[config.mk]
export PLATFORM = sky130hd
export DESIGN_NAME = csqt_hstep
export DESIGN_NICKNAME = d
export VERILOG_FILES = /design/src/rtl/csqt_pkg.sv /design/src/rtl/csqt_hstep.sv
export SDC_FILE = /design/constraint.sdc
export NUM_CORES = 2
export LEC_CHECK = 0
export ABC_AREA = 1
export ABC_CLOCK_PERIOD_IN_PS = 6650
export BUFFER_PORTS_ARGS = -buffer_cell sky130_fd_sc_hd__buf_2
export CORE_ASPECT_RATIO = 0.8
export CORE_UTILIZATION = 58
export CTS_BUF_LIST = sky130_fd_sc_hd__clkbuf_2
export CTS_CLUSTER_DIAMETER = 100
export CTS_CLUSTER_SIZE = 10
export DETAILED_ROUTE_END_ITERATION = 6
export GPL_TIMING_DRIVEN = 0
export PLACE_DENSITY = 0.77
export SLEW_MARGIN = 15
export SYNTH_ARGS = -nofsm -noshare
export SYNTH_HDL_FRONTEND = slang
export SYNTH_SLANG_ARGS = --single-unit
[constraint.sdc]
create_clock -name i_clk -period 6.65 [get_ports i_clk]
set_input_delay 0.9975 -clock i_clk [delete_from_list [all_inputs] [get_ports i_clk]]
set_output_delay 0.9975 -clock i_clk [all_outputs]
set_load 0.005 [all_outputs]
[src/rtl/csqt_pkg.sv]
// Types and constants shared by the cosine-squared taper blocks.
// Depends on nothing.
`timescale 1ns / 1ps

package csqt_pkg;

    localparam int IDX_W = 10;
    localparam int VAL_W = 24;
    localparam int WGT_W = 17;
    localparam int POS_W = 11;
    localparam int A_W   = 30;
    localparam int S2_W  = 29;
    localparam int P_W   = 36;

    localparam int MAX_LENGTH = 1024;

    localparam logic [1:0] KIND_ZERO = 2'd0;
    localparam logic [1:0] KIND_ONE  = 2'd1;
    localparam logic [1:0] KIND_RAMP = 2'd2;

    localparam logic [2:0] REG_UP_START   = 3'd0;
    localparam logic [2:0] REG_UP_END     = 3'd1;
    localparam logic [2:0] REG_DOWN_START = 3'd2;
    localparam logic [2:0] REG_DOWN_END   = 3'd3;
    localparam logic [2:0] REG_ACCUMULATE = 3'd4;

    // sine polynomial coefficients, signed Q6.30
    localparam logic signed [P_W-1:0] K1  = 36'sd3373259426;
    localparam logic signed [P_W-1:0] K3  = 36'sd5548789346;
    localparam logic signed [P_W-1:0] K5  = 36'sd2738217788;
    localparam logic signed [P_W-1:0] K7  = 36'sd643455389;
    localparam logic signed [P_W-1:0] K9  = 36'sd88203474;
    localparam logic signed [P_W-1:0] K11 = 36'sd7913929;

    typedef struct packed {
        logic [IDX_W-1:0]        sample_index;
        logic signed [VAL_W-1:0] sample_value;
        logic signed [VAL_W-1:0] prior_value;
    } t_in_item;

    typedef struct packed {
        logic signed [VAL_W-1:0] result_value;
        logic [WGT_W-1:0]        weight_applied;
    } t_out_item;

    typedef struct packed {
        logic [POS_W-1:0] up_start;
        logic [POS_W-1:0] up_end;
        logic [POS_W-1:0] down_start;
        logic [POS_W-1:0] down_end;
        logic             accumulate;
    } t_cfg;

    // travels alongside each item through the weight pipeline
    typedef struct packed {
        logic signed [VAL_W-1:0] sample;
        logic signed [VAL_W-1:0] prior;
        logic [1:0]              kind;
        logic                    neg;
        logic [A_W-1:0]          a;
        logic [S2_W-1:0]         s2;
    } t_side;

endpackage

[src/rtl/csqt_hstep.sv]
// One Horner step p' = K + trunc(p * x / 2^30) over two stages:
// split partial products, then sum, truncate toward zero and add.
// Depends on csqt_pkg.
`timescale 1ns / 1ps

module csqt_hstep #(
    parameter logic signed [35:0] K     = 36'sd0,
    parameter bit                 USE_A = 1'b0
) (
    input  logic                   i_clk,
    input  logic                   i_rst_n,
    input  logic                   i_valid,
    input  csqt_pkg::t_side        i_side,
    input  logic signed [35:0]     i_p,
    output logic                   o_valid,
    output csqt_pkg::t_side        o_side,
    output logic signed [35:0]     o_p
);

    logic signed [30:0] x;
    logic signed [48:0] n_pl;
    logic signed [49:0] n_ph;
    logic signed [63:0] prod;
    logic signed [63:0] q;

    logic               r_v1;
    logic               r_v2;
    logic signed [48:0] r_pl;
    logic signed [49:0] r_ph;
    csqt_pkg::t_side    r_side1;
    csqt_pkg::t_side    r_side2;
    logic signed [35:0] r_p;

    assign x    = USE_A ? $signed({1'b0, i_side.a}) : $signed({2'b00, i_side.s2});
    assign n_pl = $signed({1'b0, i_p[16:0]}) * x;
    assign n_ph = $signed(i_p[35:17]) * x;

    assign prod = (64'(r_ph) <<< 17) + 64'(r_pl);
    assign q    = prod[63] ? ((prod + 64'sd1073741823) >>> 30) : (prod >>> 30);

    always_ff @(posedge i_clk) begin
        if (!i_rst_n) begin
            r_v1 <= 1'b0;
            r_v2 <= 1'b0;
        end else begin
            r_v1 <= i_valid;
            r_v2 <= r_v1;
        end
    end

    always_ff @(posedge i_clk) begin
        r_pl    <= n_pl;
        r_ph    <= n_ph;
        r_side1 <= i_side;
        r_side2 <= r_side1;
        r_p     <= K + 36'(q);
    end

    assign o_valid = r_v2;
    assign o_side  = r_side2;
    assign o_p     = r_p;

endmodule

; ---- After elaboration in Yosys (flattened, before gate mapping)
; Cells that the tools add are included.
[totals]
latch_bits = 0
romBits = 0
output_inout_bits = 147
in_bits = 149
mem_bits_rw = 0
register_bits = 349
n_memories = 0
elab_cells = 23
[op_classes]
order_cmp = 0
n_addsub = 2
n_reduce_logical = 0
div = 0
shifts = 0
n_mux = 1
n_eq_ne = 0
multipliers = 2
n_bitwise = 0
[op_table]
columns = cell, count
row1 = 64-bit by 31-bit adder with 64-bit output (second input constant), 1
row2 = 64-bit by 47-bit adder with 64-bit output, 1
row3 = 19-bit by 30-bit multiplier with 47-bit output, 1
row4 = 17-bit by 29-bit multiplier with 46-bit output, 1
row5 = 33-bit two-way mux, 1

; ---- Depth between registers and ports, before layout
[depth]
word_depth = 3
depth_mapped = 29
depth_no_buf = 27

; ---- Worst setup path before layout
; Ideal clock, no wire load.
[synth_path]
kind = input to register
startpoint = input port i_side[7] in the netlist's numbering
endpoint = register r_ph[34]
arrival_time_ns = 6.714
required_ns = 6.578
cell_stages = 23
setup_time_ns = 0.072
n_path_buf = 2
setup_slack_ns = -0.136
path_cell_list = clkbuf_1 clkbuf_1 nand2_1 fa_1 inv_1 fa_1 inv_1 fa_1 inv_1 fa_1 fa_1 fa_1 fa_1 ha_1 a21oi_1 inv_1 a31oi_1 o21ai_0 or2_2 a21oi_1 o21ai_0 a21oi_1 xnor2_1
[synth_between]
elab_chain_len = 1
[synth_lines]
columns = element, line_no
row1 = "start, declared", csqt_hstep.sv:13  ; input csqt_pkg::t_side i_side,
row2 = 19-bit by 30-bit multiplier with 47-bit output, csqt_hstep.sv:36  ; assign n_ph = $signed(i_p[35:17]) * x;
row3 = via n_ph[34], csqt_hstep.sv:22  ; logic signed [49:0] n_ph;
row4 = "end signal, assigned", csqt_hstep.sv:53  ; r_ph <= n_ph;
row5 = "end, declared", csqt_hstep.sv:29  ; logic signed [49:0] r_ph;
; The timed path passes the listed nets, and every way through them passes these cells.
; A chain may end at the register's enable or synchronous reset.

; ---- Final worst setup path
[layout_path]
startpoint = input port i_p[7]
endpoint = register r_pl[34]
[layout_between]
elab_chain_len = 1
[layout_lines]
columns = element, line_no
row1 = "start, declared", csqt_hstep.sv:14  ; input logic signed [35:0] i_p,
row2 = 17-bit by 29-bit multiplier with 46-bit output, csqt_hstep.sv:35  ; assign n_pl = $signed({1'b0, i_p[16:0]}) * x;
row3 = via n_pl[34], csqt_hstep.sv:21  ; logic signed [48:0] n_pl;
row4 = "end signal, assigned", csqt_hstep.sv:52  ; r_pl <= n_pl;
row5 = "end, declared", csqt_hstep.sv:28  ; logic signed [48:0] r_pl;
; The timed path passes the listed nets, and every way through them passes these cells.

==> flow_metrics.tcl <==
set metrics [dict create \
    final_cell_mix "1656 x inv_1, 1637 x nand2_1, 863 x fa_1" \
    met3_length_um 22800 \
    clock_latency_ns 1.19 \
    cp.arrival_ns 7.65 \
    wl_um 157000 \
    period_share_pct 98.2 \
    synthArstFlopShare_pct 0 \
    die-area_um2 81400 \
    clkTransAtPathRegs_ns 0.21 \
    violations "design-rule violations" \
    period_needed_ns 6.53 \
    post_route_cells_drive_above_1_share_pct 8.36 \
    rsz0062_at_grt "yes" \
    grt_max_degree 13 \
    layout_setup_ws_ns 0.117 \
    slew_viol_final 0 \
    hold_viol 0 \
    crit_chain "clkbuf_2 -> buf_1 -> nand2_1 -> fa_1 -> inv_1 -> fa_1 -> fa_1 -> inv_1 -> fa_1 -> fa_1 -> fa_1 -> inv_1 -> ha_1 -> nand2_1 -> nor2_1 -> nand4_1 -> o21ai_0 -> a21oi_1 -> o21ai_0 -> nand3_1 -> nand2_1 -> xor2_1" \
    cpLargestDelayFamily "adder cells" \
    antenna_found_initial 15 \
    r2r_slack_ns 3.16 \
    syn_avg_cell_area_um2 7.81 \
    num-fill-cells 6952 \
    hold_class "input pin to register" \
    run_status "finished, violations left" \
    vias 39600 \
    final_core_util_pct 63.7 \
    setup_tns_ns 0 \
    post_drt_wl_per_cell_um 21.3 \
    grtUsageTotal_pct 39.3 \
    ant_nets 0 \
    io_buffer_count 260 \
    start_kind "input pin" \
    synth.distinct_cells 49 \
    worst-path-buf-inv 5 \
    worst-path-max-fanout 10 \
    initial_utilization_pct 58.9 \
    synth_seq_cells 349 \
    syn-num-nets 7291 \
    clockRootBuffer "clkbuf_2" \
    seq_area_frac_synth_pct 15.0 \
    max_stage_delay_ns 0.63 \
    cts.path.max_buffers 3 \
    clock.fmax_mhz 153 \
    worstSetupEndpointType "register" \
    worstSetupPathType "input pin to register" \
    yosys_warnings 0 \
    syn_area_um2 46600 \
    cts_sinks 349 \
    core.rowCount 92 \
    max-cap-violations 0 \
    cts_made_buffers 41 \
    worst_pin_slew_ns 1.03 \
    grt_pass1_wl_um 238000 \
    first_pass_iters 7 \
    final_nets 7650 \
    via_per_inst 5.37 \
    core-area_um2 79100 \
    area_growth_pct 8.25 \
    dp_worst_setup_slack_ns -1.73 \
    syn_inst 5961 \
    cts_max_level 2 \
    die_h_um 255 \
    place_congestion 1.04 \
    cp_slowest_cell "buf_1" \
    cts_tree "yes" \
    drc 2 \
    io_pins 296 \
    detailed_place_hpwl_um 129000 \
    relSlewSlack_pct 31.3 \
    route.met2.wl_um 66100 \
    fin_skew_ns 0.255 \
    top_layer_used "met5" \
    holdWs_ns 0.124 \
    drt_iter0_drc 4052 \
    overflow 0 \
    ys.flop_type "dfxtp_1" \
    grt_pass1_vias 40300 \
    synth-edff-count 0 \
    crit_required_ns 7.77 \
    die_w_um 319 \
    path_common_cell "fa_1" \
    layout_commonest_cell "inv_1" \
    setup_violations 0 \
    wl_met1_um 60100 \
]
## final cells by class
class | count | area (um2) | area share [%]
multi-input combinational | 3713 | 32400 | 64.4
sequential | 349 | 6990 | 13.9
inverter | 1669 | 6260 | 12.4
timing repair buffer | 337 | 2070 | 4.12
tap | 1034 | 1290 | 2.57
buffer | 209 | 1040 | 2.07
clock buffer | 42 | 210 | 0.417
clock inverter | 5 | 58.8 | 0.117
antenna | 14 | 35.0 | 0.0695
## worst paths after layout
path | start | endpoint | cells after the start
min reg2reg | r_side1[92] | o_side[92] | 0
max reg2reg | r_pl[17] | o_p[20] | 18
min | i_side[99] | r_side1[99] | 1
max | i_p[7] | r_pl[34] | 22
## metal layers
layer / up-vias / track usage (%)
li1: 17700 / -
met1: 18900 / 51.4
met2: 2438 / 58.8
met3: 434 / 14.1
met4: 14 / 17.2
met5: - / 0
## what timing repair did
| action | in CTS | in global routing |
|---|---|---|
| gates resized for setup | 37 | 200 |
| gates cloned | 0 | 0 |
| endpoints found under the hold margin | 76 | 0 |
| endpoints found under the setup margin | 39 | 42 |
| hold buffers | 77 | 0 |
| setup buffers | 0 | 0 |
## kinds of logic after synthesis
family          count (synthesis)  share of synthesized area [%]
xor+xnor                      114                           2.14
buf+inv                      1899                           15.3
fa+ha+maj                    1181                           45.6
compound gates                259                           3.11
flops                         349                           15.0
simple gates                 2159                           18.8
## cells in the mapped netlist (all sizes together) (6+ instances only)
master,n,area (um2)
dfxtp,349,6990
a31oi,20,125
xor2,74,648
a21oi,136,688
o211ai,6,45.0
nand4,40,265
nand2,1662,6310
o21bai,7,52.6
or2,11,68.8
clkbuf,206,773
xnor2,40,350
o21a,11,82.6
nor3,26,161
inv,1667,6260
nor2,266,1100
nand3,138,728
buf,24,106
ha,318,3980
fa,863,17300
o21ai,62,310
## registers in the layout, indices dropped and copies added (netlist names)
register,count
o_p,34
r_pl,46
r_ph,47
r_v1,1
r_side1,110
o_valid,1
o_side,110
## per-stage QoR
stage          instance area (um2)  cells
5_1_grt                      50400   7360
6_report                     50400   7372
2_1_floorplan                46600   5961
4_1_cts                      50300   7371
3_3_place_gp                 49200   7255
3_5_place_dp                 49200   7255
Power is not shown: default switching activity piles up to over one toggle a cycle in this logic, so the estimate is an artifact.
