===== src/rtl/csqt_pkg.sv =====
// Types and constants shared by the cosine-squared taper blocks.
// Depends on nothing.
`timescale 1ns / 1ps

package csqt_pkg;

    localparam int IDX_W = 10;
    localparam int VAL_W = 24;
    localparam int WGT_W = 17;
    localparam int POS_W = 11;
    localparam int A_W   = 30;
    localparam int S2_W  = 29;
    localparam int P_W   = 36;

    localparam int MAX_LENGTH = 1024;

    localparam logic [1:0] KIND_ZERO = 2'd0;
    localparam logic [1:0] KIND_ONE  = 2'd1;
    localparam logic [1:0] KIND_RAMP = 2'd2;

    localparam logic [2:0] REG_UP_START   = 3'd0;
    localparam logic [2:0] REG_UP_END     = 3'd1;
    localparam logic [2:0] REG_DOWN_START = 3'd2;
    localparam logic [2:0] REG_DOWN_END   = 3'd3;
    localparam logic [2:0] REG_ACCUMULATE = 3'd4;

    // sine polynomial coefficients, signed Q6.30
    localparam logic signed [P_W-1:0] K1  = 36'sd3373259426;
    localparam logic signed [P_W-1:0] K3  = 36'sd5548789346;
    localparam logic signed [P_W-1:0] K5  = 36'sd2738217788;
    localparam logic signed [P_W-1:0] K7  = 36'sd643455389;
    localparam logic signed [P_W-1:0] K9  = 36'sd88203474;
    localparam logic signed [P_W-1:0] K11 = 36'sd7913929;

    typedef struct packed {
        logic [IDX_W-1:0]        sample_index;
        logic signed [VAL_W-1:0] sample_value;
        logic signed [VAL_W-1:0] prior_value;
    } t_in_item;

    typedef struct packed {
        logic signed [VAL_W-1:0] result_value;
        logic [WGT_W-1:0]        weight_applied;
    } t_out_item;

    typedef struct packed {
        logic [POS_W-1:0] up_start;
        logic [POS_W-1:0] up_end;
        logic [POS_W-1:0] down_start;
        logic [POS_W-1:0] down_end;
        logic             accumulate;
    } t_cfg;

    // travels alongside each item through the weight pipeline
    typedef struct packed {
        logic signed [VAL_W-1:0] sample;
        logic signed [VAL_W-1:0] prior;
        logic [1:0]              kind;
        logic                    neg;
        logic [A_W-1:0]          a;
        logic [S2_W-1:0]         s2;
    } t_side;

endpackage


===== src/rtl/csqt_tail.sv =====
// Weight from the sine, weighted sample, optional prior and saturation.
// Three stages. Depends on csqt_pkg.
`timescale 1ns / 1ps

module csqt_tail (
    input  logic                  i_clk,
    input  logic                  i_rst_n,
    input  logic                  i_valid,
    input  csqt_pkg::t_side       i_side,
    input  logic signed [35:0]    i_sn,
    input  logic                  i_accumulate,
    output logic                  o_valid,
    output csqt_pkg::t_out_item   o_item
);

    logic [30:0]        snc;
    logic [31:0]        t;
    logic [16:0]        wr;
    logic [16:0]        n_w;
    logic signed [41:0] n_prod;
    logic signed [25:0] val;
    logic signed [26:0] sum;
    logic signed [23:0] sat;
    csqt_pkg::t_out_item n_out;

    logic               r_v1, r_v2, r_v3;
    logic [16:0]        r_w1, r_w2;
    logic signed [23:0] r_smp1;
    logic signed [23:0] r_pri1, r_pri2;
    logic signed [41:0] r_prod;
    csqt_pkg::t_out_item r_out;

    always_comb begin
        if (i_sn < 36'sd0) begin
            snc = 31'd0;
        end else if (i_sn > 36'sd1073741824) begin
            snc = 31'h4000_0000;
        end else begin
            snc = i_sn[30:0];
        end
        if (i_side.neg) begin
            t = 32'h4000_4000 + {1'b0, snc};
        end else begin
            t = 32'h4000_4000 - {1'b0, snc};
        end
        wr = (t[31:15] > 17'd65536) ? 17'd65536 : t[31:15];
        unique case (i_side.kind)
            csqt_pkg::KIND_RAMP: n_w = wr;
            csqt_pkg::KIND_ONE:  n_w = 17'd65536;
            default:             n_w = 17'd0;
        endcase
    end

    assign n_prod = r_smp1 * $signed({1'b0, r_w1});

    // round half up, then add prior if enabled
    assign val = 26'((r_prod + 42'sd32768) >>> 16);
    assign sum = 27'(val) + (i_accumulate ? 27'(r_pri2) : 27'sd0);
    assign sat = (sum > 27'sd8388607)  ? 24'sh7FFFFF :
                 (sum < -27'sd8388608) ? 24'sh800000 : sum[23:0];

    always_comb begin
        n_out.result_value   = sat;
        n_out.weight_applied = r_w2;
    end

    always_ff @(posedge i_clk) begin
        if (!i_rst_n) begin
            r_v1 <= 1'b0;
            r_v2 <= 1'b0;
            r_v3 <= 1'b0;
        end else begin
            r_v1 <= i_valid;
            r_v2 <= r_v1;
            r_v3 <= r_v2;
        end
    end

    always_ff @(posedge i_clk) begin
        r_w1   <= n_w;
        r_smp1 <= i_side.sample;
        r_pri1 <= i_side.prior;
        r_prod <= n_prod;
        r_w2   <= r_w1;
        r_pri2 <= r_pri1;
        r_out  <= n_out;
    end

    assign o_valid = r_v3;
    assign o_item  = r_out;

endmodule


===== config.mk =====
export PLATFORM = sky130hd
export DESIGN_NAME = csqt_tail
export DESIGN_NICKNAME = d
export VERILOG_FILES = /design/src/rtl/csqt_pkg.sv /design/src/rtl/csqt_tail.sv
export SDC_FILE = /design/constraint.sdc
export NUM_CORES = 1
export LEC_CHECK = 0
export BUFFER_PORTS_ARGS = -buffer_cell sky130_fd_sc_hd__buf_2
export CAP_MARGIN = 20
export CORE_MARGIN = 1.5
export CORE_UTILIZATION = 45
export DETAILED_ROUTE_END_ITERATION = 16
export GPL_TIMING_DRIVEN = 0
export MAX_ROUTING_LAYER = met4
export SYNTH_ARGS = -nofsm -noshare
export SYNTH_HDL_FRONTEND = slang
export SYNTH_SLANG_ARGS = --single-unit

===== constraint.sdc =====
create_clock -name i_clk -period 8.75 [get_ports i_clk]
set_input_delay 0.875 -clock i_clk [delete_from_list [all_inputs] [get_ports i_clk]]
set_output_delay 0.875 -clock i_clk [all_outputs]
set_load 0.005 [all_outputs]

======== After elaboration in Yosys (flattened, before gate mapping) ========
Index checks and enable logic that the tools add are counted.
word-level totals
  output and inout port bits .............. 42
  register bits after elaboration ......... 192
operators by class
  add/subtract/negate cells ............... 4
  multiplexer cells ....................... 7
  equality and inequality tests ........... 2
  $lt $le $gt $ge ......................... 5
  $mul .................................... 1
operators with widths
  operator                  number
  $mux W31                  2
  $add A42 B17 Y42 const B  1
  $mul A24 B18 Y42          1
  $gt A36 B32 Y1 const B    1
  $lt A36 B1 Y1 const B     1
  $pmux W17 S2              1
  $add A31 B31 Y32 const A  1
  $mux W32                  1
  $sub A31 B31 Y32 const A  1
  $add A26 B27 Y27          1
  $gt A27 B24 Y1 const B    1
  $lt A27 B24 Y1 const B    1
  $mux W27                  1
  $mux W24                  1
  $gt A17 B17 Y1 const B    1
  $mux W17                  1
  $eq A2 B1 Y1 const B      1
  $eq A2 B2 Y1 const B      1

======== Depth between registers and ports, before layout ========
  depth in word-level cells ............... 8
  gate-level depth with buffers ........... 23
  mapped depth without buffers ............ 22

======== Least setup slack after synthesis ========
Ideal clock, no wire load.
  kind .................................... register to register
  start point ............................. register r_w1[11]
  end point ............................... register r_prod[40]
  required time ........................... 8,655 ps
  arrival time ............................ 6,083 ps
  cell stages (with the launch flop) ...... 24
  library setup time ...................... 95 ps
  path slack .............................. 2,572 ps
  path through ............................ dfxtp_1 -> clkbuf_1 -> nand2_1 -> fa_1 -> inv_1 -> fa_1 -> inv_1 -> fa_1 -> inv_1 -> fa_1 -> fa_1 -> inv_1 -> fa_1 -> inv_1 -> ha_1 -> a21oi_1 -> nand2_1 -> a211o_1 -> o211a_1 -> o31ai_1 -> a2111o_1 -> a21oi_1 -> or2_1 -> o311ai_1
between the ends
  word-level cells in the longest chain between the ends .. 1
ends and longest elaborated chain
  element                 RTL line         source
  from (decl)             csqt_tail.sv:27  logic [16:0] r_w1, r_w2;
  from (signal assigned)  csqt_tail.sv:80  r_w1 <= n_w;
  $mul A24 B18 Y42        csqt_tail.sv:54  assign n_prod = r_smp1 * $signed({1'b0, r_w1});
  named net n_prod[40]    csqt_tail.sv:20  logic signed [41:0] n_prod;
  to (signal assigned)    csqt_tail.sv:83  r_prod <= n_prod;
  to (decl)               csqt_tail.sv:30  logic signed [41:0] r_prod;
The timed path passes the listed nets, and every way through them passes these cells.
A chain may end at the register's enable or synchronous reset.

======== Final worst setup path ========
Same ends and word-level chain as after synthesis.

==> impl_results.md <==
* Status: finished clean
* Seq cells post-synth at roughly 180
* Critical path class: reg2reg
* Routed len/inst at approximately 18 um
* Worst skew pair latency at 0.49 ns
* Area taken by multi-input logic gates at 15200 um^2
* Gp weighted congestion at 0.928
* Met2 usage at 39.6%
* Worst EP arrival at 8.40 ns
* FMAX at 125 MHz
* Syn nets at 2931
* Clk_skew at 0.0162 ns
* Worst slew pin tran at 0.916 ns
* Synth Cell Area at 20900 um^2
* GR met1 Demand/Resource at 32.2%
* Total GRT Usage at 25.1%
* Antenna Nets Post-Route at 0
* Port Buffers at 130
* H-tree levels at 4
* Met3 Use GR at 5.86%
* Number of synthesized flops with an enable pin at 0
* Vias per cell at between 5 and 6
* Global route hottest layer: met2
* Pwr dens at 118 nW/um^2
* ANT cells at 0
* Starting DRT DRC Count at 721
* Core area at 45600 um^2
* Avg Cell Area, Syn at between 9 and 10 um^2
* CP Capture Type: flop
* Critical Path RT at a little over 9 ns
* Critical path fanouts, max at 10
* Clock Pin Slew Worst Setup and Hold Paths at 0.08 ns
* Critical path startpoint category: flop
* FF-to-FF Start: r_w1[11]
* Maxcap violations at 0
* Post-synthesis sequential area ratio at between 10% and 20%
* Hold Path Origin: r_pri1[14]
* Clk root buf: clkbuf_16
* Total Power at 2.71 mW
* RSZ-0062 raised after global routing: false
* Nets at 3081
* Reg-to-reg setup timing slack at ~0.73 ns
* Post-CTS resize count at 0
* CTS tree: done
* Row count at 78
* Die Width at 218 um
* Total grt overflow at 0
* Ports at about 190
* Share of post-route cells with drive strength above 1 at under 10%
* Fin. max-slew vios at 0
* DRC viols at 0
* Filler cell count at 4253
* Hold endpoint: r_pri2[14]
* Clock Path Buffers at 2
* Area Overhead vs Synth at 9.55%
* Storage element area at 3540 um^2
* Fin crit share at 91.6%
* Final Hold Vio Count at 0
* Async set-reset flop share out of synthesis at 0%
* Detailed Place HPWL at 45400 um
* Hold-fix buffers, CTS at 0
* Synth unique cells at 69
* P_leak at between 10 and 15 nW
* Hold Crit Class: reg2reg
* Worst VDD drop at 0.233 mV
* Setup_tns at 0 ns
* Drt pass-1 iters at 5
* Die ar. at 47700 um^2
* Slew HR at between 30% and 40%
* Synth Warn # at 0
* Worst Hold Path Cells at 0
* Sink Count at 177
* Initial Util at 45.8%
* Vias at 15400
* Gate Count Post-Synth at 2250
* Global-route wire length before repair at between 80000 and 90000 um
* Post-Route WL at 54500 um
* Setup bufs post-CTS at 0
* FF-to-FF path depth at 21
* Initial antenna violation count at 1
* Min Tclk post-route at 8.02 ns
* Pin count of the biggest net entering global routing at 19
* Die Span Y at 218 um
* Setup-failing EPs final at 0
* Main synth FF type: dfxtp_1
* RR Endpoint: r_prod[40]
* Clock buffers created by TritonCTS at 17
* Vias in the first global route at 16300
synthesized netlist by cell type (3+ instances only):
cell type / n / share of area [%]
nand3_1: 25 / 0.60
nand2_1: 259 / 4.7
nor2_1: 53 / 0.95
clkbuf_1: 74 / 1.3
and2_1: 227 / 6.8
o21ai_0: 27 / 0.65
xor2_1: 25 / 1.0
a21boi_0: 3 / 0.11
nand4_1: 15 / 0.45
nand2b_1: 12 / 0.36
fa_1: 400 / 38
o21bai_1: 3 / 0.11
a22oi_1: 3 / 0.11
xnor2_1: 52 / 2.2
a21o_1: 21 / 0.75
a211o_1: 5 / 0.21
o31ai_1: 4 / 0.14
a211oi_1: 6 / 0.22
inv_1: 493 / 8.9
a21oi_1: 54 / 1.3
and4_1: 3 / 0.13
and3_1: 18 / 0.54
o21ai_1: 7 / 0.17
nor4_1: 10 / 0.30
o22ai_1: 22 / 0.66
nor2b_1: 6 / 0.18
dfxtp_1: 177 / 17
a31oi_1: 6 / 0.18
nor3_1: 33 / 0.79
o211ai_1: 8 / 0.29
ha_1: 131 / 7.8
o21a_1: 12 / 0.43
buf_2: 3 / 0.072
worst max-delay path: stages (launching register included):
cell and delay, ns:
dfxtp_1 0.73, clkbuf_1 0.66, nand2_1 0.19, fa_1 0.58
inv_1 0.06, fa_1 0.54, fa_1 0.45, fa_1 0.53
fa_1 0.54, inv_1 0.05, fa_1 0.53, inv_1 0.04
ha_1 0.33, a21oi_1 0.30, nand2_1 0.11, a211o_1 0.35
o211a_1 0.27, o31ai_1 0.65, a2111o_1 0.32, a21oi_1 0.13
or2_1 0.29, o311ai_1 0.27
how the worst max path moves through the flow:
stage | start | endpoint | slack, ns | depth (start not counted)
5_1_grt | r_w1[10] | r_prod[40] | 0.37 | 23
4_1_cts | r_w1[11] | r_prod[40] | 0.75 | 21
3_3_place_gp | r_w1[11] | r_prod[40] | 0.94 | 21
6_report | r_w1[11] | r_prod[40] | 0.73 | 21
2_1_floorplan | r_w1[11] | r_prod[40] | 2.57 | 23
3_5_place_dp | r_w1[11] | r_prod[40] | 0.76 | 21
cell type report:
class / count / area share [%]
Clock buffer: 17 / 1.86
Buffer: 77 / 1.28
Inverter: 494 / 8.10
Timing Repair Buffer: 131 / 2.86
Multi-Input combinational cell: 1502 / 66.4
Clock inverter: 14 / 0.716
Sequential cell: 177 / 15.5
Tap cell: 600 / 3.28
flip-flops by register name, summed over array words and instances (netlist names):
register / cells
r_prod: 27
r_w1: 17
o_valid: 1
r_pri2: 24
r_v1: 1
r_v2: 1
r_smp1: 24
r_pri1: 24
r_w2: 17
o_item: 41
cell usage in the layout, fill, tap and decap left out, drive strengths merged, types with 18 or more instances in the layout:
cell type  count
nor3          34
nand2        260
o22ai         22
buf          134
xnor2         52
ha           131
dfxtp        177
fa           400
a21o          21
clkbuf        91
inv          503
and3          18
and2         227
nor2          54
o21ai         35
a21oi         54
xor2          25
nand3         25
cell families after synthesis:
family / share of synthesized area (%)
flops: 17.0
compound gates: 6.67
buf+inv: 10.3
simple gates: 16.6
mux: 0.0958
fa+ha+maj: 46.2
xor+xnor: 3.23
through the flow:
step                      hold slack (ns)  utilization (%)  worst slack, ns  instance area [um^2]  instances
after floorplan                     0.310                -             2.57                 20900       2250
after global placement              0.312             48.9            0.935                 22300       2980
after detailed placement            0.312             48.9            0.761                 22300       2980
after CTS                           0.326             50.2            0.751                 22900       3011
after global routing                0.335             50.2            0.370                 22900       3012
final                               0.321             50.2            0.732                 22900       3012
layer usage:
metal / wire length (um) / up-vias / share of wire, %
met5: 0 / - / 0
met4: 1430 / 0 / 2.6
met3: 3850 / 82 / 7.1
met2: 25200 / 461 / 46
met1: 24000 / 7685 / 44
li1: - / 7144 / -
report_power, final:
group | internal (mW) | switching, mW
combinational | 0.388 | 0.536
clock | 0.405 | 0.376
sequential | 0.926 | 0.0784
total | 1.72 | 0.990
(Power assumes the default switching activity.)
