## src/rtl/csqt_pkg.sv

```systemverilog
// Types and constants shared by the cosine-squared taper blocks.
// Depends on nothing.
`timescale 1ns / 1ps

package csqt_pkg;

    localparam int IDX_W = 10;
    localparam int VAL_W = 24;
    localparam int WGT_W = 17;
    localparam int POS_W = 11;
    localparam int A_W   = 30;
    localparam int S2_W  = 29;
    localparam int P_W   = 36;

    localparam int MAX_LENGTH = 1024;

    localparam logic [1:0] KIND_ZERO = 2'd0;
    localparam logic [1:0] KIND_ONE  = 2'd1;
    localparam logic [1:0] KIND_RAMP = 2'd2;

    localparam logic [2:0] REG_UP_START   = 3'd0;
    localparam logic [2:0] REG_UP_END     = 3'd1;
    localparam logic [2:0] REG_DOWN_START = 3'd2;
    localparam logic [2:0] REG_DOWN_END   = 3'd3;
    localparam logic [2:0] REG_ACCUMULATE = 3'd4;

    // sine polynomial coefficients, signed Q6.30
    localparam logic signed [P_W-1:0] K1  = 36'sd3373259426;
    localparam logic signed [P_W-1:0] K3  = 36'sd5548789346;
    localparam logic signed [P_W-1:0] K5  = 36'sd2738217788;
    localparam logic signed [P_W-1:0] K7  = 36'sd643455389;
    localparam logic signed [P_W-1:0] K9  = 36'sd88203474;
    localparam logic signed [P_W-1:0] K11 = 36'sd7913929;

    typedef struct packed {
        logic [IDX_W-1:0]        sample_index;
        logic signed [VAL_W-1:0] sample_value;
        logic signed [VAL_W-1:0] prior_value;
    } t_in_item;

    typedef struct packed {
        logic signed [VAL_W-1:0] result_value;
        logic [WGT_W-1:0]        weight_applied;
    } t_out_item;

    typedef struct packed {
        logic [POS_W-1:0] up_start;
        logic [POS_W-1:0] up_end;
        logic [POS_W-1:0] down_start;
        logic [POS_W-1:0] down_end;
        logic             accumulate;
    } t_cfg;

    // travels alongside each item through the weight pipeline
    typedef struct packed {
        logic signed [VAL_W-1:0] sample;
        logic signed [VAL_W-1:0] prior;
        logic [1:0]              kind;
        logic                    neg;
        logic [A_W-1:0]          a;
        logic [S2_W-1:0]         s2;
    } t_side;

endpackage

```

## src/rtl/csqt_div.sv

```systemverilog
// Pipelined restoring divider for the ramp position |x-1/2| in Q0.30,
// eight quotient bits a stage, followed by the squaring stage.
// Depends on csqt_pkg.
`timescale 1ns / 1ps

module csqt_div (
    input  logic                i_clk,
    input  logic                i_rst_n,
    input  logic                i_valid,
    input  csqt_pkg::t_side     i_side,
    input  logic [10:0]         i_mag,
    input  logic [10:0]         i_den,
    output logic                o_valid,
    output csqt_pkg::t_side     o_side
);

    localparam int NST = 5;
    localparam int BPS = 8;

    logic              s_vld  [0:NST];
    logic [10:0]       s_rem  [0:NST];
    logic [39:0]       s_dvd  [0:NST];
    logic [29:0]       s_quo  [0:NST];
    logic [10:0]       s_den  [0:NST];
    csqt_pkg::t_side   s_side [0:NST];

    logic              r_vld  [1:NST];
    logic [10:0]       r_rem  [1:NST];
    logic [39:0]       r_dvd  [1:NST];
    logic [29:0]       r_quo  [1:NST];
    logic [10:0]       r_den  [1:NST];
    csqt_pkg::t_side   r_side [1:NST];

    logic              r_sq_vld;
    csqt_pkg::t_side   r_sq_side;
    csqt_pkg::t_side   n_sq_side;
    logic [59:0]       sq;

    // dividend = mag * 2^29 + den/2
    assign s_vld[0]  = i_valid;
    assign s_rem[0]  = 11'd0;
    assign s_dvd[0]  = {i_mag, 19'd0, i_den[10:1]};
    assign s_quo[0]  = 30'd0;
    assign s_den[0]  = i_den;
    assign s_side[0] = i_side;

    genvar k;
    generate
        for (k = 0; k < NST; k++) begin : g_stage
            logic [10:0] n_rem;
            logic [39:0] n_dvd;
            logic [29:0] n_quo;

            always_comb begin : p_step
                logic [11:0] rem12;
                n_rem = s_rem[k];
                n_dvd = s_dvd[k];
                n_quo = s_quo[k];
                for (int b = 0; b < BPS; b++) begin
                    rem12 = {n_rem, n_dvd[39]};
                    n_dvd = {n_dvd[38:0], 1'b0};
                    if (rem12 >= {1'b0, s_den[k]}) begin
                        rem12 = rem12 - {1'b0, s_den[k]};
                        n_quo = {n_quo[28:0], 1'b1};
                    end else begin
                        n_quo = {n_quo[28:0], 1'b0};
                    end
                    n_rem = rem12[10:0];
                end
            end

            always_ff @(posedge i_clk) begin
                if (!i_rst_n) begin
                    r_vld[k+1] <= 1'b0;
                end else begin
                    r_vld[k+1] <= s_vld[k];
                end
            end

            always_ff @(posedge i_clk) begin
                r_rem[k+1]  <= n_rem;
                r_dvd[k+1]  <= n_dvd;
                r_quo[k+1]  <= n_quo;
                r_den[k+1]  <= s_den[k];
                r_side[k+1] <= s_side[k];
            end

            assign s_vld[k+1]  = r_vld[k+1];
            assign s_rem[k+1]  = r_rem[k+1];
            assign s_dvd[k+1]  = r_dvd[k+1];
            assign s_quo[k+1]  = r_quo[k+1];
            assign s_den[k+1]  = r_den[k+1];
            assign s_side[k+1] = r_side[k+1];
        end
    endgenerate

    assign sq = s_quo[NST] * s_quo[NST];

    always_comb begin
        n_sq_side    = s_side[NST];
        n_sq_side.a  = s_quo[NST];
        n_sq_side.s2 = sq[58:30];
    end

    always_ff @(posedge i_clk) begin
        if (!i_rst_n) begin
            r_sq_vld <= 1'b0;
        end else begin
            r_sq_vld <= s_vld[NST];
        end
    end

    always_ff @(posedge i_clk) begin
        r_sq_side <= n_sq_side;
    end

    // the final remainder is not needed
    logic unused_rem;
    assign unused_rem = ^s_rem[NST] ^ ^s_dvd[NST] ^ sq[59] ^ ^sq[29:0];

    assign o_valid = r_sq_vld;
    assign o_side  = r_sq_side;

endmodule

```

## config.mk

```make
export PLATFORM = sky130hd
export DESIGN_NAME = csqt_div
export DESIGN_NICKNAME = d
export VERILOG_FILES = /design/src/rtl/csqt_pkg.sv /design/src/rtl/csqt_div.sv
export SDC_FILE = /design/constraint.sdc
export NUM_CORES = 2
export LEC_CHECK = 0
export ABC_AREA = 1
export BUFFER_PORTS_ARGS = -buffer_cell sky130_fd_sc_hd__buf_4
export CAP_MARGIN = 30
export CORE_MARGIN = 2
export CORE_UTILIZATION = 58
export DETAILED_ROUTE_END_ITERATION = 8
export PLACE_DENSITY = 0.76
export SYNTH_ARGS = -nofsm -noshare
export SYNTH_HDL_FRONTEND = slang
export SYNTH_SLANG_ARGS = --single-unit
```

## constraint.sdc

```tcl
create_clock -name i_clk -period 14.1 [get_ports i_clk]
set_clock_uncertainty 0.2 [all_clocks]
set_input_delay 0.705 -clock i_clk [delete_from_list [all_inputs] [get_ports i_clk]]
set_output_delay 0.705 -clock i_clk [all_outputs]
set_load 0.1 [all_outputs]
```

* After elaboration in Yosys (flattened, before gate mapping)
Memory sizes are Yosys's and may differ from the RTL's. A register that Yosys moved wholly into a read port is not among the register bits.
Cells that the tools add are included.
** Operators by class
- Reductions and logical operators :: 1
- Order comparisons :: 40
- Mux-type cells :: 87
- $mul :: 1
- Bitwise logic cells :: 5
- Add/sub/neg operators :: 40
** Operators by type and width (count)
- greater-or-equal comparator 12 x 11 -> 1 bit :: 39
- two-way mux 11 bit :: 40
- subtractor 11 bit :: 39
- multiplier 30 x 30 -> 59 bit :: 1
- two-way mux 1 bit :: 47
- greater-or-equal comparator 1 x 11 -> 1 bit :: 1
- subtractor 1 x 11 -> 11 bit :: 1
- bitwise OR 1 bit :: 5
- logical NOT 1 bit :: 1
** Storage, ports and cells
- Word-level logic and storage cells :: 182
- Memories :: 6
- Input bits :: 135
- Output and inout bits :: 111
- Flip-flop bits (word level) :: 59
- RAM bits :: 975
** Memory list
- r_side :: depth 5, bits a word 110, rd ports 5, clocked after Yosys merged registers in 1, write ports 5, RTL line csqt_div.sv:32 : csqt_pkg::t_side r_side [1:NST];
- r_dvd :: depth 5, bits a word 32, rd ports 4, clocked after Yosys merged registers in 0, write ports 5, RTL line csqt_div.sv:29 : logic [39:0] r_dvd [1:NST];
- r_quo :: depth 5, bits a word 30, rd ports 5, clocked after Yosys merged registers in 0, write ports 5, RTL line csqt_div.sv:30 : logic [29:0] r_quo [1:NST];
- r_den :: depth 5, bits a word 11, rd ports 4, clocked after Yosys merged registers in 0, write ports 5, RTL line csqt_div.sv:31 : logic [10:0] r_den [1:NST];
- r_rem :: depth 5, bits a word 11, rd ports 4, clocked after Yosys merged registers in 0, write ports 5, RTL line csqt_div.sv:28 : logic [10:0] r_rem [1:NST];
- r_vld :: depth 5, bits a word 1, rd ports 5, clocked after Yosys merged registers in 1, write ports 5, RTL line csqt_div.sv:27 : logic r_vld [1:NST];

* Logic depth before layout (Yosys ltp)
An unclocked memory read counts as a cell.
- Depth after elaboration :: 17
- Gate-level depth with buffers :: 116
- Gate-level depth less buffers :: 112

* Least setup slack after synthesis
Ideal clock, no wire load.
- Kind :: reg2reg
- Start point :: register, netlist name r_den[0][45]
- End point :: register, netlist name r_quo[0][150]
- Required time :: 13.779 ns
- Stages on the path, launching flop included :: 98
- Clock period less this slack :: 14.689 ns
- Arrival time :: 14.369 ns
- Buffers on the path :: 6
- Path slack :: -0.589 ns
- Setup time :: 0.121 ns
- Path through :: dfxtp_1 -> inv_1 -> fa_1 -> nand3_1 -> nand2_1 -> nand3_1 -> nand3_2 -> buf_2 -> buf_2 -> nand2_1 -> o21a_1 -> inv_1 -> ha_1 -> a21oi_1 -> o21ai_0 -> nand2_1 -> nand3_1 -> inv_1 -> (+62 left out) -> a21oi_1 -> o221ai_1 -> o21ai_0 -> nand2_1 -> a21oi_1 -> nand3_2 -> buf_6 -> o21ai_2 -> ha_1 -> a21boi_0 -> o21ai_0 -> nand2_1 -> a21oi_1 -> o221ai_1 -> nand3_1 -> nand2_1 -> a21oi_1 -> nand3_1

==> impl_metrics.yaml <==
clock_network:
  cts_htree_levels: 2
  clock_tree.buffer_depth: 3
  worst_path_clk_slew_ns: 0.06
  cts_tree: "yes"
  cts_sinks: 534
  cts_buffers: 56
  clk_latency_ns: 0.69
  cts-root-buf: "clkbuf_16"
timing:
  hold_viol: 0
  slew-limit-headroom_pct: 53.59
  fin_setup_tns_ns: 0
  worst_pin_slew_ns: 0.6952
  timing_max_transition_violations_final: 0
  final.period_utilization_pct: 99.91
  min_clock_period_post_route_ns: 14.09
  setup_viol: 0
  rsz0062_at_grt: "yes"
  max_clock_freq_ghz: 0.07099
hold_path:
  worst_hold_path_type: "in2reg"
yosys:
  post_synth_inst_count: 7357
  synth-seq-cells: 534
  synthFlopType: "dfxtp_1"
  synth-edff-count: 0
  postSynthNetCount: 8872
  ys_seq_area_share_pct: 18.18
  synth_area_um2: 58800
  post_synthesis_average_cell_area_um2: 7.992
  distinct_cell_type_count_after_synthesis: 66
  synth-async-reset-ratio_pct: 0
  yosys_warning_total: 0
worst_setup_path:
  timing.critical_path.slowest_cell_delay_ns: 0.48
  cp.required_ns: 14.46
  critical-path-slowest-cell: "fa_1"
  critical_path.max_fanout: 11
  timing.critical_path.to_type: "flop"
  setup.worst_path.start_class: "flop"
  crit_family: "compound AO/OA/AOI/OAI gates"
  timing.critical_path.buf_inv: 26
  path_common_cell: "buf_4"
  critPathArrivalTime_ns: 14.45
  worstSetupPathType: "reg2reg"
routing:
  drt-wirelength-per-cell_um: 16.66
  wl_met2_um: 83130
  routed.top_layer: "met4"
  post-route-drc-count: 0
  detail_route.wirelength.met1_um: 62960
  drt_pre_antenna_iters: 6
  wl_met3_um: 10750
  drt_first_iter_violations: 3398
  routed-via-count: 52700
  detail_route.wirelength_um: 165300
  antenna_violating_nets_post_route: 0
  post_drt_via_cell_ratio: 5.309
cells_and_area:
  final_nets: 10040
  layout-drive-gt1-share_pct: 24.12
  filler_cell_count: 6947
  area_growth_syn_to_layout_pct: 26.97
  post-route-cell-area_um2: 74650
outcome:
  outcome: "complete, no violations"
floorplanning:
  coreArea_um2: 100300
  die-width_um: 322.4
  io_pins: 246
  placement_rows: 116
  die-area_um2: 103900
  chipHeight_um: 322.4
  initial_utilization_pct: 58.62
global_route:
  grt_pass1_vias: 52790
  grt_first_pass_wirelength_um: 253600
  antenna_violations_before_repair: 3
  grt_start_max_net_pins: 34
  grtUsageTotal_pct: 30.25
  gr-total-overflow: 0
placement:
  place.detailed.hpwl_um: 119500
  place.port_buffers: 186
  postPlaceCellArea_um2: 67540
  gp_routability_congestion: 0.9854
flow_run:
  maxCapViolCount: 0
[Yosys cell counts (17+ instances only)]
cell | instances | area [um2]
nor2_1 | 279 | 1047
a21o_1 | 28 | 210.2
dfxtp_1 | 534 | 10690
nand3_1 | 263 | 1316
clkbuf_1 | 80 | 300.3
buf_6 | 20 | 225.2
xnor2_1 | 150 | 1314
ha_1 | 663 | 8295
buf_4 | 17 | 127.6
fa_1 | 717 | 14350
nand2_1 | 1646 | 6178
a21oi_1 | 369 | 1847
xor2_1 | 202 | 1769
o21ai_0 | 241 | 1206
o21a_1 | 21 | 157.7
inv_2 | 24 | 90.09
nand4_1 | 49 | 306.5
or2_2 | 32 | 200.2
o21ai_1 | 67 | 335.3
a31oi_1 | 33 | 206.5
o21bai_1 | 40 | 300.3
inv_1 | 1602 | 6013
nand2_2 | 27 | 168.9
nor3_1 | 22 | 110.1
nand3_2 | 28 | 280.3
[placed cells by master, fill, tap and decap left out, types with 45 or more instances in the layout]
master         netlist  final
nand2_2             27    131
nand4_1             49     49
nand3_2             28     45
a21oi_2             10     78
o21ai_0            241    123
ha_1               663    558
inv_2               24     68
buf_4               17   1136
a21oi_1            369    291
o21ai_1             67     93
nand2_1           1646   1530
xor2_1             202    202
fa_1               717    703
inv_1             1602   1542
xnor2_1            150    150
clkbuf_16            0     56
dlygate4sd3_1        0     64
dfxtp_1            534    511
ha_4                 0     95
o21ai_2             13     94
nand3_1            263    235
nor2_1             279    244
[worst min-delay path: cells and delay by family]
kind,cells,cell delay [ns]
buf+inv,2,0.15
simple gates,1,0.05
[metrics by stage]
| step | setup WS [ns] | hold WS [ns] | util, % | std cells |
|---|---|---|---|---|
| final | 0.01314 | 0.06937 | 74.44 | 9925 |
| after detailed placement | -0.5717 | 0.1121 | 67.34 | 9603 |
| after global routing | -0.7145 | 0.06069 | 74.43 | 9924 |
| after floorplan | -0.04107 | 0.1096 | - | 7357 |
| after CTS | 0.0009228 | 0.03398 | 70.27 | 9789 |
| after global placement | -0.2199 | 0.1096 | 67.34 | 9603 |
[routing by layer]
layer	vias up	track usage, %
li1	25030	-
met1	25220	36.13
met2	1861	54.57
met3	588	3.956
met4	0	12.69
met5	-	0
[path summary, 6_finish.rpt]
kind | slack (ns) | depth (start not counted) | from | end
worst max register to register | 0.01 | 93 | r_den[0][53] | r_quo[0][150]
worst max-delay path | 0.01 | 93 | r_den[0][53] | r_quo[0][150]
worst min-delay path | 0.07 | 3 | i_rst_n | r_vld[4]
worst min register to register | 0.12 | 0 | r_side[1][89] | r_side[2][89]
[logic make-up after synthesis]
group                    after synthesis  synth area share [%]
AND/OR/NAND/NOR                     2431                 17.78
buffers and inverters               1772                 11.73
adder cells (fa/ha/maj)             1380                 38.52
AO/OA/AOI/OAI                        887                 8.517
flip-flops                           534                 18.18
XOR/XNOR                             352                 5.244
multiplexers                           1               0.01915
[flip-flops by register name (all words and copies together), names as in the netlist]
signal / flops
r_side: 255
r_quo: 72
r_den: 44
r_vld: 5
r_rem: 44
o_side: 110
o_valid: 1
r_dvd: 3
[layout make-up]
class / count / area [um2] / share of cell area (%)
repair buffers: 1241 / 9661 / 12.94
clock inverters: 37 / 498.0 / 0.6670
flip-flops and latches: 534 / 10740 / 14.38
multi-input cells: 5059 / 44400 / 59.47
inverters: 1628 / 6171 / 8.266
repair inverters: 1 / 6.256 / 0.008380
diodes: 2 / 5.005 / 0.006704
clock buffers: 66 / 1479 / 1.981
well taps: 1357 / 1698 / 2.274
[timing repair]
item                                    CTS  global route
hold buffers                             64             0
setup buffers                            15           127
gates resized for setup                  72           769
gates cloned                              4             7
hold endpoints to repair                 64             0
pin swaps                                28           303
endpoints found under the setup margin   37            49
Power is left out: the tool's default activity adds up to more than one toggle a clock period on the data nets, which glitch-free logic cannot reach.
