**src/rtl/csqt_pkg.sv**
```systemverilog
// Types and constants shared by the cosine-squared taper blocks.
// Depends on nothing.
`timescale 1ns / 1ps

package csqt_pkg;

    localparam int IDX_W = 10;
    localparam int VAL_W = 24;
    localparam int WGT_W = 17;
    localparam int POS_W = 11;
    localparam int A_W   = 30;
    localparam int S2_W  = 29;
    localparam int P_W   = 36;

    localparam int MAX_LENGTH = 1024;

    localparam logic [1:0] KIND_ZERO = 2'd0;
    localparam logic [1:0] KIND_ONE  = 2'd1;
    localparam logic [1:0] KIND_RAMP = 2'd2;

    localparam logic [2:0] REG_UP_START   = 3'd0;
    localparam logic [2:0] REG_UP_END     = 3'd1;
    localparam logic [2:0] REG_DOWN_START = 3'd2;
    localparam logic [2:0] REG_DOWN_END   = 3'd3;
    localparam logic [2:0] REG_ACCUMULATE = 3'd4;

    // sine polynomial coefficients, signed Q6.30
    localparam logic signed [P_W-1:0] K1  = 36'sd3373259426;
    localparam logic signed [P_W-1:0] K3  = 36'sd5548789346;
    localparam logic signed [P_W-1:0] K5  = 36'sd2738217788;
    localparam logic signed [P_W-1:0] K7  = 36'sd643455389;
    localparam logic signed [P_W-1:0] K9  = 36'sd88203474;
    localparam logic signed [P_W-1:0] K11 = 36'sd7913929;

    typedef struct packed {
        logic [IDX_W-1:0]        sample_index;
        logic signed [VAL_W-1:0] sample_value;
        logic signed [VAL_W-1:0] prior_value;
    } t_in_item;

    typedef struct packed {
        logic signed [VAL_W-1:0] result_value;
        logic [WGT_W-1:0]        weight_applied;
    } t_out_item;

    typedef struct packed {
        logic [POS_W-1:0] up_start;
        logic [POS_W-1:0] up_end;
        logic [POS_W-1:0] down_start;
        logic [POS_W-1:0] down_end;
        logic             accumulate;
    } t_cfg;

    // travels alongside each item through the weight pipeline
    typedef struct packed {
        logic signed [VAL_W-1:0] sample;
        logic signed [VAL_W-1:0] prior;
        logic [1:0]              kind;
        logic                    neg;
        logic [A_W-1:0]          a;
        logic [S2_W-1:0]         s2;
    } t_side;

endpackage

```
**src/rtl/csqt_decode.sv**
```systemverilog
// Region decode: picks zero, one or ramp and forms the ramp distance.
// Depends on csqt_pkg.
`timescale 1ns / 1ps

module csqt_decode (
    input  logic                i_clk,
    input  logic                i_rst_n,
    input  logic                i_valid,
    input  csqt_pkg::t_in_item  i_item,
    input  csqt_pkg::t_cfg      i_cfg,
    output logic                o_valid,
    output csqt_pkg::t_side     o_side,
    output logic [10:0]         o_mag,
    output logic [10:0]         o_den
);

    logic [10:0]        idx;
    logic [10:0]        num;
    logic [10:0]        den;
    logic [1:0]         kind;
    logic signed [12:0] diff;
    logic [12:0]        mag13;
    logic [10:0]        mag;
    csqt_pkg::t_side    n_side;

    logic               r_valid;
    csqt_pkg::t_side    r_side;
    logic [10:0]        r_mag;
    logic [10:0]        r_den;

    assign idx = {1'b0, i_item.sample_index};

    always_comb begin
        num  = 11'd0;
        den  = 11'd1;
        kind = csqt_pkg::KIND_ZERO;
        priority if (idx >= 11'(csqt_pkg::MAX_LENGTH) || idx >= i_cfg.down_end) begin
            kind = csqt_pkg::KIND_ZERO;
        end else if (idx >= i_cfg.down_start) begin
            kind = csqt_pkg::KIND_RAMP;
            num  = idx - i_cfg.down_start;
            den  = i_cfg.down_end - i_cfg.down_start;
        end else if (idx >= i_cfg.up_end) begin
            kind = csqt_pkg::KIND_ONE;
        end else if (idx >= i_cfg.up_start) begin
            kind = csqt_pkg::KIND_RAMP;
            num  = i_cfg.up_end - idx;
            den  = i_cfg.up_end - i_cfg.up_start;
        end else begin
            kind = csqt_pkg::KIND_ZERO;
        end
    end

    // |2*num - den|, clamped to den
    assign diff  = $signed({1'b0, num, 1'b0}) - $signed({2'b00, den});
    assign mag13 = diff[12] ? 13'(-diff) : 13'(diff);
    assign mag   = (mag13 > {2'b00, den}) ? den : mag13[10:0];

    always_comb begin
        n_side        = '0;
        n_side.sample = i_item.sample_value;
        n_side.prior  = i_item.prior_value;
        n_side.kind   = kind;
        n_side.neg    = diff[12];
    end

    always_ff @(posedge i_clk) begin
        if (!i_rst_n) begin
            r_valid <= 1'b0;
        end else begin
            r_valid <= i_valid;
        end
    end

    always_ff @(posedge i_clk) begin
        r_side <= n_side;
        r_mag  <= mag;
        r_den  <= den;
    end

    assign o_valid = r_valid;
    assign o_side  = r_side;
    assign o_mag   = r_mag;
    assign o_den   = r_den;

endmodule

```
**config.mk**
```make
export PLATFORM = sky130hd
export DESIGN_NAME = csqt_decode
export DESIGN_NICKNAME = d
export VERILOG_FILES = /design/src/rtl/csqt_pkg.sv /design/src/rtl/csqt_decode.sv
export SDC_FILE = /design/constraint.sdc
export NUM_CORES = 1
export LEC_CHECK = 0
export ABC_AREA = 1
export BUFFER_PORTS_ARGS = -buffer_cell sky130_fd_sc_hd__buf_2
export CAP_MARGIN = 10
export CORE_MARGIN = 5
export CORE_UTILIZATION = 45
export DETAILED_ROUTE_END_ITERATION = 7
export GPL_ROUTABILITY_DRIVEN = 1
export HOLD_SLACK_MARGIN = 0.12
export PLACE_DENSITY = 0.85
export SKIP_CTS_REPAIR_TIMING = 1
export SYNTH_ARGS = -nofsm -noshare
export SYNTH_HDL_FRONTEND = slang
export SYNTH_SLANG_ARGS = --single-unit
```
**constraint.sdc**
```tcl
create_clock -name i_clk -period 4.5 [get_ports i_clk]
set_input_delay 0 -clock i_clk [delete_from_list [all_inputs] [get_ports i_clk]]
set_output_delay 0 -clock i_clk [all_outputs]
set_load 0.1 [all_outputs]
```
==> Yosys cells after proc, flatten, opt, wreduce, memory -nomap -nowiden <==
Index checks and enable logic that the tools add are counted.
{ "op_classes": {"n_mux": 13, "n_addsub": 6, "magnitude_cmp": 6, "reduce_logical": 2} }
{ "op_table": {"columns": ["cell", "n"], "rows": [
  ["11-bit 2-to-1 mux", 9],
  ["10-bit by 11-bit greater-or-equal comparator with 1-bit output", 4],
  ["11-bit subtractor", 2],
  ["13-bit by 11-bit > comparator with 1-bit output", 1],
  ["13-bit 2-to-1 mux", 1],
  ["13-bit negation", 1],
  ["12-bit by 11-bit subtractor with 13-bit output", 1],
  ["10-bit by 11-bit greater-or-equal comparator with 1-bit output, second input constant", 1],
  ["10-bit by 11-bit subtractor with 11-bit output", 1],
  ["11-bit by 10-bit subtractor with 11-bit output", 1],
  ["2-bit 2-to-1 mux", 3],
  ["2-bit OR reduction", 1],
  ["1-bit logical OR", 1]
]} }
{ "totals": {"register_bits": 74, "in_bits": 106} }

==> Logic depth before layout (Yosys ltp) <==
{ "logic_depth": {"ltp_word": 10, "mapped_depth": 43} }

==> Worst setup path before layout <==
No wires, ideal clock.
{ "synth_timing": {"path_kind": "in2reg", "from": "input i_item[50] (netlist name)", "to": "register r_mag[10] (netlist: o_mag[10])", "arrival_time_ns": 4.691, "path_slack_ns": -0.303, "path_stages": 40, "path_cell_list": "inv_1 > ha_1 > a21oi_1 > nand2_1 > nand2_1 > nand3_1 > nand2_1 > clkinv_1 > nand2_4 > nand2_4 > nand2_4 > clkbuf_1 > nor2_1 > inv_1 > fa_1 > nand2_1 > o21ai_0 > nand4_1 > [... 4 more ...] > nand3_2 > inv_1 > buf_2 > nand2_1 > xor2_1 > ha_1 > a21oi_1 > o21a_1 > o21ai_0 > nand3_1 > a21oi_1 > o32ai_1 > o21ai_0 > inv_1 > nand2_4 > buf_12 > nand2_1 > nand2_1"} }
{ "synth_via": {"elab_chain_len": 10} }
{ "synth_lines": {"columns": ["element", "line", "rtl"], "rows": [
  ["from (decl)", "csqt_decode.sv:9", "input csqt_pkg::t_in_item i_item,"],
  ["10-bit by 11-bit greater-or-equal comparator with 1-bit output", "csqt_decode.sv:45", "end else if (idx >= i_cfg.up_start) begin"],
  ["11-bit 2-to-1 mux", "csqt_decode.sv:45", null],
  ["11-bit 2-to-1 mux", "csqt_decode.sv:43", "end else if (idx >= i_cfg.up_end) begin"],
  ["11-bit 2-to-1 mux", "csqt_decode.sv:39", "end else if (idx >= i_cfg.down_start) begin"],
  ["11-bit 2-to-1 mux (*)", "csqt_decode.sv:37", "priority if (idx >= 11'(csqt_pkg::MAX_LENGTH) || idx >= i_cfg.down_end) begin"],
  ["net den[1]", "csqt_decode.sv:19", "logic [10:0] den;"],
  ["12-bit by 11-bit subtractor with 13-bit output (*)", "csqt_decode.sv:55", "assign diff = $signed({1'b0, num, 1'b0}) - $signed({2'b00, den});"],
  ["net diff[12]", "csqt_decode.sv:21", "logic signed [12:0] diff;"],
  ["13-bit negation", "csqt_decode.sv:56", "assign mag13 = diff[12] ? 13'(-diff) : 13'(diff);"],
  ["13-bit 2-to-1 mux (*)", "csqt_decode.sv:56", null],
  ["13-bit by 11-bit > comparator with 1-bit output", "csqt_decode.sv:57", "assign mag = (mag13 > {2'b00, den}) ? den : mag13[10:0];"],
  ["11-bit 2-to-1 mux (*)", "csqt_decode.sv:57", null],
  ["net mag[10]", "csqt_decode.sv:23", "logic [10:0] mag;"],
  ["to (signal assigned)", "csqt_decode.sv:77", "r_mag <= mag;"],
  ["to (decl)", "csqt_decode.sv:28", "logic [10:0] r_mag;"]
]} }
The timed path passes the listed nets; every way through them passes the cells marked *.
A chain may end at the register's enable or synchronous reset.

==> Worst setup path in the final report <==
{ "layout_timing": {"from": "input i_cfg[35] (netlist name)", "to": "register r_mag[10] (netlist: o_mag[10])"} }
{ "layout_via": {"elab_chain_len": 10} }
{ "layout_lines": {"columns": ["element", "line", "rtl"], "rows": [
  ["from (decl)", "csqt_decode.sv:10", "input csqt_pkg::t_cfg i_cfg,"],
  ["11-bit subtractor or 10-bit by 11-bit greater-or-equal comparator with 1-bit output (tied branches)", "csqt_decode.sv:48, csqt_decode.sv:45", null],
  ["11-bit 2-to-1 mux (*)", "csqt_decode.sv:45", null],
  ["11-bit 2-to-1 mux (*)", "csqt_decode.sv:43", null],
  ["11-bit 2-to-1 mux (*)", "csqt_decode.sv:39", null],
  ["11-bit 2-to-1 mux (*)", "csqt_decode.sv:37", null],
  ["net den[7]", "csqt_decode.sv:19", null],
  ["12-bit by 11-bit subtractor with 13-bit output", "csqt_decode.sv:55", null],
  ["13-bit negation", "csqt_decode.sv:56", null],
  ["13-bit 2-to-1 mux", "csqt_decode.sv:56", null],
  ["13-bit by 11-bit > comparator with 1-bit output", "csqt_decode.sv:57", null],
  ["11-bit 2-to-1 mux (*)", "csqt_decode.sv:57", null],
  ["net mag[10]", "csqt_decode.sv:23", null]
]} }
Marked as above.

==> results.cfg <==
[power]
p_seq_frac = 0.147
power_density_nw_per_um2 = 490
switchingPower_w = 0.00269
leakage_nw = 5.48
power.internal_w = 0.00250
p_sw_frac = 0.518
ir_worst_vdd_mv = 0.266
pwr-share-comb = 0.720
p_clk_frac = 0.133

[cells_and_area]
final_layout_size_suffix_gt1_frac = 0.512
syn2layout_area_growth_pct = 78.1
finalInstanceArea_um2 = 10600
nNetsFinal = 1466
n_antenna_cell = 0

[worst_setup_path]
path_buf_inv = 8
critPathCaptureType = flip-flop
required_ns = 4.76
critPathKind = in -> reg
worstPathMaxFanout = 7
cp.arrival_ns = 5.14
slowest_delay_ns = 0.31
crit_path_top_delay_cell = ha_1
startpoint_type = primary input
cp_top_family = simple AND/OR/NAND/NOR gates

[detailed_routing]
wl_per_cell_um = 18.7
first_iter_violations = 533
dr.pass1.iters = 5
drc = 0
ant_nets = 0
finalWirelength_mm = 27.3
via_per_inst = 5.18
vias = 7537

[cts]
clock_sinks = 73
cts-root-buf = clkbuf_16
cts.path.max_buffers = 2
cts_htree_levels = 3
cts_tree = yes
path_clk_slew_ns = 0.06
numCtsBuffers = 9

[synth]
ys_dominant_reg_cell = dfxtp_1
avgSynthCellArea_um2 = 7.24
yosysSeqAreaShare = 0.246
ys_types = 48
yosysWarnings = 0
ys_seq_elements = 73
synthesis.area_um2 = 5940
async_reset_ff_frac = 0
syn_inst = 821
synth_edf_count = 0

[timing]
relSlewSlack = 0.645
fin_crit_sh = 1.08
fmax_mhz = 205
fin_setup_tns_ns = -3.40
finalWorstSetupSlack_ns = -0.381
setup_viol = 10
rsz0062_at_grt = true
slew_violations = 0
hold_viol_final = 0
fin_crit_ns = 4.88
worst_pin_slew_ns = 0.530

[global_route]
grt_pass1_vias = 6387
antenna_found_initial = 0
grt_max_degree = 17
track_usage = 0.230
grt_first_pass_wirelength_mm = 29.4
overflow = 0

[floorplan]
core_area_um2 = 13100
start_util = 0.454
die_w_um = 125
die_area_um2 = 15600
core.rowCount = 42
ioPinCount = 239
die-height_um = 125

[status]
status = finished with violations
failed_checks = negative setup slack

[place]
gp_congestion = 0.916
dpl.hpwl_mm = 16.5
placedInstanceArea_um2 = 8410
port-buffer-count = 178

[flow_run]
cap_violations = 0

[min_path]
holdCritPathClass = in -> reg
cell usage after synthesis (5+ instances only):
| cell type | instances | area, um^2 |
|---|---|---|
| a211oi_1 | 5 | 37.5 |
| a21oi_1 | 57 | 285 |
| a31oi_1 | 6 | 37.5 |
| buf_4 | 61 | 458 |
| dfxtp_1 | 73 | 1460 |
| fa_1 | 5 | 100 |
| ha_1 | 81 | 1010 |
| inv_1 | 131 | 492 |
| nand2_1 | 159 | 597 |
| nand2_2 | 6 | 37.5 |
| nand2_4 | 6 | 67.6 |
| nand3_1 | 35 | 175 |
| nand4_1 | 7 | 43.8 |
| nor2_1 | 64 | 240 |
| nor3_1 | 8 | 40.0 |
| o21ai_0 | 23 | 115 |
| o21ai_2 | 6 | 52.6 |
| o21bai_1 | 6 | 45.0 |
| xnor2_1 | 8 | 70.1 |
| xor2_1 | 25 | 219 |
cells in the final DEF, fill, tap and decap left out, types with 7 or more instances in the layout:
cell type,synthesis,routed
conb_1,1,59
nor2_1,64,52
clkbuf_16,0,10
xor2_1,25,24
nand2_4,6,10
buf_2,2,156
inv_2,4,41
o21ai_2,6,14
a21oi_1,57,30
nor2_2,1,12
nand2_2,6,30
nor3_2,1,7
a21oi_2,1,27
ha_1,81,36
dlygate4sd3_1,0,50
nand3_1,35,29
inv_1,131,86
nand2_1,159,128
dfxtp_1,73,73
o21ai_0,23,7
ha_4,0,45
o21ai_1,2,9
buf_4,61,212
xnor2_1,8,8
nand3_2,2,7
buf_6,0,26
nand4_1,7,7
routing by layer:
layer | routed length (um) | share of wire | up-vias | track usage
met5 | 0 | 0 | - | 0
met4 | 1730 | 0.063 | 0 | 0.0912
met3 | 1870 | 0.069 | 146 | 0.0426
met2 | 13900 | 0.51 | 478 | 0.437
met1 | 9710 | 0.36 | 3478 | 0.251
li1 | - | - | 3435 | -
cells by family after synthesis:
| logic type | count (synthesis) | synth area share |
|---|---|---|
| simple gates | 302 | 0.225 |
| xor+xnor | 33 | 0.0486 |
| compound gates | 121 | 0.120 |
| mux | 1 | 0.00168 |
| flops | 73 | 0.246 |
| buf+inv | 204 | 0.171 |
| fa+ha+maj | 86 | 0.187 |
| other cells | 1 | 0.000631 |
per-stage QoR:
step / hold WS (ns) / std cells / setup slack (ns) / total power [W] / util
after global routing: 0.311 / 1455 / -0.577 / 0.00541 / 0.809
final: 0.305 / 1455 / -0.381 / 0.00519 / 0.809
after floorplan: 0.0277 / 879 / 0.000683 / 0.00281 / -
after CTS: -0.236 / 1378 / -0.323 / 0.00436 / 0.665
after global placement: 0.102 / 1362 / -0.388 / 0.00359 / 0.643
after detailed placement: 0.104 / 1362 / -0.545 / 0.00366 / 0.643
power groups by stage:
stage | sequential, W | combinational [W] | clock (W)
CTS | 0.000758 | 0.00291 | 0.000688
detailed placement | 0.000768 | 0.00289 | 0
global route | 0.000766 | 0.00392 | 0.000724
finish | 0.000762 | 0.00374 | 0.000692
floorplan | 0.00133 | 0.00148 | 0
global placement | 0.000766 | 0.00283 | 0
path summary, 6_finish.rpt:
path                             end  slack (ns)  cells past startpoint       start
setup / recovery   o_mag[10]$_DFF_P_       -0.38                     37   i_cfg[35]
hold / removal    o_side[74]$_DFF_P_        0.30                      2  i_item[12]
final cells by class:
type                            count  area, um^2
Inverter                          137         552
Fill cell                         700        2500
Tap cell                          176         220
Clock buffer                       11         233
Multi-Input combinational cell    603        4790
Sequential cell                    73        1460
Clock inverter                      5        56.3
Timing Repair Buffer              450        3280
sequential cells by signal, summed over array words and instances (netlist names):
signal   count
o_side      51
o_den       11
o_mag       10
o_valid      1
(Power assumes the default switching activity.)
